[src/rtl/frlk_fifo.sv]
// frlk_fifo: small register queue, used between front and back and for results.
// Depends on nothing.
`default_nettype none

module frlk_fifo #(
    parameter int WIDTH = 8,
    parameter int DEPTH = 4
) (
    input  wire logic             i_clk,
    input  wire logic             i_rst_n,
    input  wire logic             i_push,
    input  wire logic [WIDTH-1:0] i_wdata,
    input  wire logic             i_pop,
    output logic      [WIDTH-1:0] o_rdata,
    output logic                  o_full,
    output logic                  o_empty
);

    localparam int PW = (DEPTH > 1) ? $clog2(DEPTH) : 1;
    localparam int CW = $clog2(DEPTH + 1);

    logic [WIDTH-1:0] r_mem [DEPTH];
    logic [PW-1:0]    r_wr, r_rd, n_wr, n_rd;
    logic [CW-1:0]    r_cnt, n_cnt;
    logic             w_push, w_pop;

    assign o_full  = (r_cnt == CW'(DEPTH));
    assign o_empty = (r_cnt == '0);
    assign o_rdata = r_mem[r_rd];
    assign w_push  = i_push && !o_full;
    assign w_pop   = i_pop && !o_empty;

    always_comb begin
        n_wr  = r_wr;
        n_rd  = r_rd;
        n_cnt = r_cnt;
        if (w_push) begin
            n_wr = (r_wr == PW'(DEPTH - 1)) ? '0 : r_wr + 1'b1;
        end
        if (w_pop) begin
            n_rd = (r_rd == PW'(DEPTH - 1)) ? '0 : r_rd + 1'b1;
        end
        if (w_push && !w_pop) begin
            n_cnt = r_cnt + 1'b1;
        end else if (w_pop && !w_push) begin
            n_cnt = r_cnt - 1'b1;
        end
    end

    always_ff @(posedge i_clk) begin
        if (!i_rst_n) begin
            r_wr  <= '0;
            r_rd  <= '0;
            r_cnt <= '0;
        end else begin
            r_wr  <= n_wr;
            r_rd  <= n_rd;
            r_cnt <= n_cnt;
        end
    end

    always_ff @(posedge i_clk) begin
        if (w_push) begin
            r_mem[r_wr] <= i_wdata;
        end
    end

endmodule

`default_nettype wire

[config.mk]
export PLATFORM = sky130hd
export DESIGN_NAME = frlk_fifo
export DESIGN_NICKNAME = d
export VERILOG_FILES = /design/src/rtl/frlk_fifo.sv
export SDC_FILE = /design/constraint.sdc
export NUM_CORES = 1
export LEC_CHECK = 0
export ABC_AREA = 1
export BUFFER_PORTS_ARGS = -buffer_cell sky130_fd_sc_hd__buf_2
export CAP_MARGIN = 5
export CORE_MARGIN = 2
export CORE_UTILIZATION = 50
export DETAILED_ROUTE_END_ITERATION = 10
export GPL_TIMING_DRIVEN = 0
export PLACE_DENSITY = 0.73
export SLEW_MARGIN = 20
export SYNTH_ARGS = -nofsm -noshare
export SYNTH_HDL_FRONTEND = slang
export SYNTH_SLANG_ARGS = --single-unit
[constraint.sdc]
create_clock -name i_clk -period 1.8 [get_ports i_clk]
set_clock_uncertainty 0.05 [all_clocks]
set_input_delay 0.18 -clock i_clk [delete_from_list [all_inputs] [get_ports i_clk]]
set_output_delay 0.18 -clock i_clk [all_outputs]
set_load 0.005 [all_outputs]
==> results_dict.tcl, run 1 <==
set metrics [dict create \
    cpMaxStageDelayCell "nor2_1" \
    period_minus_slack_ns 1.75 \
    first_pass_iters 4 \
    cp_max_fo 8 \
    htreeDepth 2 \
    setup_violations 0 \
    drv_slew 0 \
    startpoint "r_cnt[1]$_SDFFE_PN0P_" \
    die-area_um2 3870 \
    insertion_delay_ns 0.35 \
    grt_max_degree 14 \
    num_antenna_cells 0 \
    cts_tree "built" \
    slew_headroom_pct 46.1 \
    place_congestion 0.698 \
    clockBufferDepth 2 \
    hold_viol 0 \
    multi_input_area_um2 492 \
    syn_avg_cell_area_um2 11.4 \
    ant_nets 0 \
    p_per_area_nw_per_um2 1400 \
    cts_num_sinks 41 \
    core_area_um2 3280 \
    rsz0062_at_grt "true" \
    cap_violations 0 \
    vias_per_cell 5.10 \
    ff_latch_area_um2 1150 \
    ff2ff_setup_slack_ns 0.05 \
    fin_total_pwr_mw 2.96 \
    r2r-end "r_mem[3][7]$_DFFE_PP_" \
    wl_per_cell_um 13.4 \
    area_delta_synth_final_pct 25.3 \
    fp.dieH_um 62.2 \
    final_layout_size_suffix_gt1_share_pct 28.6 \
    finish.instance_area_um2 2120 \
    irDropWorstVdd_mv 0.801 \
    critPathArrivalTime_ns 1.67 \
    port_buffers 21 \
    final_nets 210 \
    track_usage_pct 17.3 \
    crit_top_cell "nand2_4" \
    place_ws_ns -0.0991 \
    yosysWarnings 0 \
    clk_pin_slew_ns 0.12 \
    critical_path_class "register to register" \
    fp-row-count 21 \
    fmax_mhz 573 \
    outcome "completed" \
    grt_pass1_vias 1153 \
    ioPinCount 22 \
    end_kind "register" \
    drt_wl_total_um 3180 \
    ys_types 18 \
    worst_pin_slew_ns 0.806 \
    r2r_cells 5 \
    globalRouteOverflowTotal 0 \
    clockRootBuffer "clkbuf_4" \
    grt_pass1_wl_um 5020 \
    synth_seq_cells 41 \
    critPathLaunchType "register" \
    synth_seq_area_share_pct 67.4 \
    max_stage_delay_ns 0.61 \
    hp-start "i_rst_n" \
    worstPathRequired_ns 1.72 \
    antenna_found_initial 0 \
    ys_top_cells_by_area "edfxtp_1 57%, dfxtp_1 11%, nor2_1 7.3%, ha_1 4.4%, o21ai_0 4.1%" \
    drc 0 \
    vias 1213 \
    placed_area_um2 1860 \
    die_w_um 62.2 \
    netlist_instances 148 \
    synth_area_um2 1690 \
    reg2reg_from "r_cnt[1]$_SDFFE_PN0P_" \
    leakagePower_nw 0.867 \
    finalCritPeriodShare_pct 97.0 \
    synth_top_area_share_pct 56.8 \
    synth_top_area_cell "edfxtp_1" \
    fin_ws_ns 0.0549 \
    finalNonFillerCells 238 \
    cts_buffers 5 \
    drtIter0Drc 58 \
    hp-class "input pin to register" \
    syn_nets 167 \
    hold_depth 3 \
    hpwlAfterDp_um 2010 \
    final_core_util_pct 64.6 \
    crit_chain "nor2_4, nand2_4, nand2_4, buf_4, nor2_1" \
    dp.cells 215 \
    hold_end "r_cnt[1]$_SDFFE_PN0P_" \
    fillers 255 \
    setup_tns_ns 0 \
    start_util_pct 51.5 \
    timing.hold.ws_ns 0.0498 \
]
[final cells by class]
cell class / count / share of cell area [%]
Sequential cell: 41 / 54.3
Multi-Input combinational cell: 86 / 23.2
Timing Repair Buffer: 36 / 11.2
Inverter: 19 / 3.36
Tap cell: 46 / 2.71
Clock buffer: 6 / 2.42
Clock inverter: 2 / 1.77
Buffer: 2 / 1.06
[registers in the layout (all words and copies together), names as in the netlist, named ones only]
name and cells:
r_rd 2, r_mem 32, r_cnt 3, r_wr 2
[power breakdown]
| group | switching [mW] | leakage [nW] | internal [mW] | total [mW] |
|---|---|---|---|---|
| clock | 0.289 | 0.0445 | 0.330 | 0.619 |
| sequential | 0.113 | 0.370 | 1.19 | 1.31 |
| combinational | 0.580 | 0.453 | 0.459 | 1.04 |
| total | 0.981 | 0.867 | 1.98 | 2.96 |
[Yosys cell counts]
| library cell | count |
|---|---|
| inv_2 | 1 |
| inv_1 | 18 |
| nand3_1 | 1 |
| nand2_1 | 14 |
| dfxtp_1 | 9 |
| o22ai_1 | 8 |
| o21ai_2 | 3 |
| o21ai_0 | 14 |
| edfxtp_1 | 32 |
| a21oi_1 | 2 |
| buf_6 | 2 |
| o21ai_1 | 1 |
| ha_1 | 6 |
| nor2_1 | 33 |
| nand3b_1 | 1 |
| nand2_2 | 1 |
| nand4_1 | 1 |
| fa_1 | 1 |
[placed cells by master, fill, tap and decap left out]
cell type and n:
nor2_1 32, edfxtp_1 32, buf_2 21, inv_1 17, o21ai_0 13, nand2_1 11, o22ai_1 8, dlygate4sd3_1 8
buf_4 7, ha_1 5, clkbuf_4 5, dfxtp_1 5, o21ai_2 4, nand2_4 2, nand2_2 2, inv_2 2
buf_6 2, a21oi_1 2, dfxtp_2 2, dfxtp_4 2, nor2_4 1, o21ai_1 1, nand3b_1 1, nand3_1 1
nand4_1 1, fa_2 1, ha_2 1, clkinvlp_4 1, clkbuf_8 1, bufinv_16 1
[layer usage]
layer  global-route usage [%]  share of wire [%]  up-vias
met5                        0                  0        -
met4                     6.67                1.4        0
met3                     4.89                4.3        5
met2                     31.8                 53       26
met1                     18.9                 42      593
li1                         -                  -      589
[worst max-delay path, delay by kind of cell, from the launching register on]
family,cells,cell delay [ns]
and+or+nand+nor,4,0.79
DFF,1,0.39
buffers and inverters,1,0.14
[what timing repair did]
action | CTS | global route
hold endpoints to repair | 32 | 0
gates resized for setup | 6 | 12
setup buffers | 1 | 6
setup endpoints to repair | 12 | 20
hold buffers | 8 | 0
pin swaps | 1 | 7
[worst max-delay path by stage]
stage,to,slack [ns],cells past startpoint
after floorplan,r_cnt[1]$_SDFFE_PN0P_,0.06,9
after global placement,r_cnt[1]$_SDFFE_PN0P_,-0.06,9
after detailed placement,r_cnt[1]$_SDFFE_PN0P_,-0.1,9
after CTS,r_cnt[1]$_SDFFE_PN0P_,0.01,9
after global routing,r_mem[0][7]$_DFFE_PP_,-0.009,4
final,r_mem[3][7]$_DFFE_PP_,0.05,5
[kinds of logic (layout without fill, tap and decap cells)]
logic type	after synthesis	count (layout)	synth area share, %
AND/OR/NAND/NOR	51	51	11.9
AO/OA/AOI/OAI	28	28	9.53
adder cells (fa/ha/maj)	7	7	5.62
buffers and inverters	21	65	5.54
flip-flops	41	41	67.4
No activity file was read; power rests on OpenSTA's default activity.
==> inputs of run 2 (changes only) <==
--- a/config.mk
+++ b/config.mk
@@ -5,14 +5,13 @@
 export SDC_FILE = /design/constraint.sdc
 export NUM_CORES = 1
 export LEC_CHECK = 0
-export ABC_AREA = 1
 export BUFFER_PORTS_ARGS = -buffer_cell sky130_fd_sc_hd__buf_2
 export CAP_MARGIN = 5
 export CORE_MARGIN = 2
 export CORE_UTILIZATION = 50
 export DETAILED_ROUTE_END_ITERATION = 10
 export GPL_TIMING_DRIVEN = 0
-export PLACE_DENSITY = 0.73
+export PLACE_DENSITY = 0.71
 export SLEW_MARGIN = 20
 export SYNTH_ARGS = -nofsm -noshare
 export SYNTH_HDL_FRONTEND = slang
==> constraint.sdc (replaced) <==
create_clock -name i_clk -period 1.7 [get_ports i_clk]
set_clock_uncertainty 0.05 [all_clocks]
set_input_delay 0.17 -clock i_clk [delete_from_list [all_inputs] [get_ports i_clk]]
set_output_delay 0.17 -clock i_clk [all_outputs]
set_load 0.005 [all_outputs]
==> run 2 against run 1 <==
Compared with the run above: the flow now finishes with violations (setup timing); cell area fell by 4.0%; sequential power rose by 4%; non-clock buffer count fell by 2; clock power fell by 22%; sequential share of layout area rose by 2.3 points; die area fell by 3.5%; sequential cell count did not move; area after synthesis fell by 3.7%; wire length fell by 19%; power fell by 10%; critical path depth rose by 4; critical path type unchanged; critical endpoint is now r_cnt[2]$_SDFFE_PN0P_; largest power group unchanged.
==> results_dict.tcl, run 2 <==
set metrics [dict create \
    cts_num_sinks 41 \
    synth_top_flop_cell "edfxtp_1" \
    die-area_um2 3730 \
    timing.hold.ws_ns 0.0788 \
    synth_compound_area_share_pct 1.84 \
    area_delta_synth_final_pct 24.9 \
    worstPathRequired_ns 1.91 \
    multi_input_area_um2 500 \
    fmax_mhz 511 \
    critical_path_class "register to register" \
    path_delay_family "simple AND/OR/NAND/NOR gates" \
    rsz0062_at_grt "true" \
    die_w_um 61.1 \
    cpMaxStageDelayCell "dfxtp_2" \
    end_kind "register" \
    fin_total_pwr_mw 2.66 \
    fp-row-count 20 \
    ys_types 23 \
    leakagePower_nw 0.741 \
    max_stage_delay_ns 0.36 \
    insertion_delay_ns 0.32 \
    place_congestion 0.692 \
    syn_nets 112 \
    cp_max_fo 5 \
    cts_buffers 5 \
    start_util_pct 53.0 \
    fillers 220 \
    synthMuxAreaShare_pct 12.9 \
    synth_seq_cells 41 \
    hp-class "input pin to register" \
    grt_pass1_vias 916 \
    p_per_area_nw_per_um2 1310 \
    ioPinCount 22 \
    largest_reg_flops 32 \
    finalCritPeriodShare_pct 115 \
    final_nets 151 \
    antenna_found_initial 0 \
    cts_tree "built" \
    synth_most_common_cell "edfxtp_1" \
    hold_viol 0 \
    wl_per_cell_um 14.5 \
    synth_xor_area_share_pct 1.07 \
    critPathArrivalTime_ns 2.17 \
    synth_seq_area_share_pct 70.0 \
    clockRootBuffer "clkbuf_4" \
    globalRouteOverflowTotal 0 \
    failed_checks "setup timing" \
    hpwlAfterDp_um 1660 \
    largest-register "r_mem" \
    synthArstFlopShare_pct 0 \
    crit_chain "nor3b_4, nor2b_1, buf_4, ha_4, inv_2, fa_2, xor2_1, or3_1, a21boi_1" \
    num_antenna_cells 0 \
    grt_pass1_wl_um 4200 \
    top_regs "r_mem x32, r_cnt x3" \
    final_common_cell "edfxtp_1" \
    core_area_um2 3080 \
    final_layout_size_suffix_gt1_share_pct 40.6 \
    slew_headroom_pct 73.4 \
    synth-simple-area-share_pct 6.60 \
    synth_common_cells "32 x edfxtp_1, 9 x dfxtp_1, 8 x mux4_2" \
    grt_max_degree 13 \
    ant_nets 0 \
    cap_violations 0 \
    layout_common_cells "32 x edfxtp_1, 19 x buf_2, 8 x mux4_2, 8 x dlygate4sd3_1, 6 x nand2_1" \
    port_buffers 21 \
    placed_area_um2 1830 \
    startpoint "r_cnt[2]$_SDFFE_PN0P_" \
    drv_slew 0 \
    ff_latch_area_um2 1150 \
    critPathLaunchType "register" \
    hp-start "i_rst_n" \
    synth_area_um2 1630 \
    synth_edf_count 32 \
    clk_pin_slew_ns 0.10 \
    period_minus_slack_ns 1.96 \
    ys_top_cells_by_area "edfxtp_1 59%, dfxtp_1 11%, mux4_2 11%, ha_1 4.6%, and2_1 1.9%" \
    yosysWarnings 0 \
    syn_avg_cell_area_um2 17.5 \
    drtIter0Drc 20 \
    reg2reg_from "r_cnt[2]$_SDFFE_PN0P_" \
    clockBufferDepth 2 \
    worst_pin_slew_ns 0.399 \
    outcome "finished, violations left" \
    drc 0 \
    first_pass_iters 4 \
    vias 868 \
    vias_per_cell 4.90 \
    irDropWorstVdd_mv 0.793 \
    yosys.area_share.adder_pct 5.83 \
    netlist_instances 93 \
    htreeDepth 2 \
    synth_top_area_share_pct 58.9 \
    fp.dieH_um 61.1 \
    setup_violations 2 \
    finish.instance_area_um2 2040 \
    synth_top_area_cell "edfxtp_1" \
    fin_ws_ns -0.256 \
    path_buf_inv 2 \
    drt_wl_total_um 2570 \
    synth_top_family_by_area "multiplexers" \
    track_usage_pct 16.5 \
]
## run 2: changes by cell type after synthesis, sizes merged, moves of 2 or more
| cell | previous run | this run |
|---|---|---|
| inv | 19 | 3 |
| o22ai | 8 | 0 |
| o21ai | 18 | 3 |
| a21oi | 2 | 0 |
| and2 | 0 | 5 |
| mux4 | 0 | 8 |
| nor2 | 33 | 2 |
| nor2b | 0 | 2 |
| mux2i | 0 | 3 |
| nand2 | 15 | 6 |
## run 2: layout make-up
| type | instances | area share [%] |
|---|---|---|
| plain buffers | 3 | 1.54 |
| clock buffers | 8 | 2.89 |
| inverters | 3 | 0.553 |
| multi-input cells | 45 | 24.6 |
| flip-flops and latches | 41 | 56.5 |
| well taps | 44 | 2.70 |
| repair buffers | 33 | 11.2 |
## run 2: cells by family after synthesis
logic type / after synthesis
compound gates: 5
xor+xnor: 2
fa+ha+maj: 7
buf+inv: 7
flops: 41
mux: 11
simple gates: 20
## run 2: report_power, final
part           internal (mW)  switching, mW
sequential              1.25          0.111
clock                  0.204          0.275
combinational          0.490          0.334
## run 2: path summary, 6_finish.rpt
path / to / slack, ns / depth (start not counted)
worst min register to register: r_wr[1]$_SDFFE_PN0P_ / 0.47 / 2
worst min-delay path: r_rd[1]$_SDFFE_PN0P_ / 0.08 / 3
worst max-delay path: r_cnt[2]$_SDFFE_PN0P_ / -0.26 / 9
worst max register to register: r_cnt[2]$_SDFFE_PN0P_ / -0.26 / 9
## run 2: tightest hold or removal path, stage by stage
cell and delay [ns]:
buf_2 0.10, nand2_1 0.04, o21ai_0 0.08
## run 2: through the flow
stage,util [%],TNS [ns],setup slack [ns],cells
2_1_floorplan,-,-0.217,-0.187,93
3_3_place_gp,59.6,-0.280,-0.242,158
3_5_place_dp,59.6,-0.396,-0.301,158
4_1_cts,65.4,-0.370,-0.266,177
5_1_grt,66.1,-0.824,-0.364,177
6_report,66.1,-0.341,-0.256,177
## run 2: timing repair
| action | in CTS | in global routing |
|---|---|---|
| hold buffers | 8 | 0 |
| buffers inserted | 4 | 0 |
| setup endpoints to repair | 10 | 18 |
| endpoints found under the hold margin | 29 | 0 |
| resized for setup | 7 | 5 |
| pin swaps | 1 | 0 |
## run 2: layer usage
metal,global-route usage (%),routed length (um)
met1,20.4,1160
met2,27.5,1290
met3,3.78,83
met4,7.45,38
met5,0,0
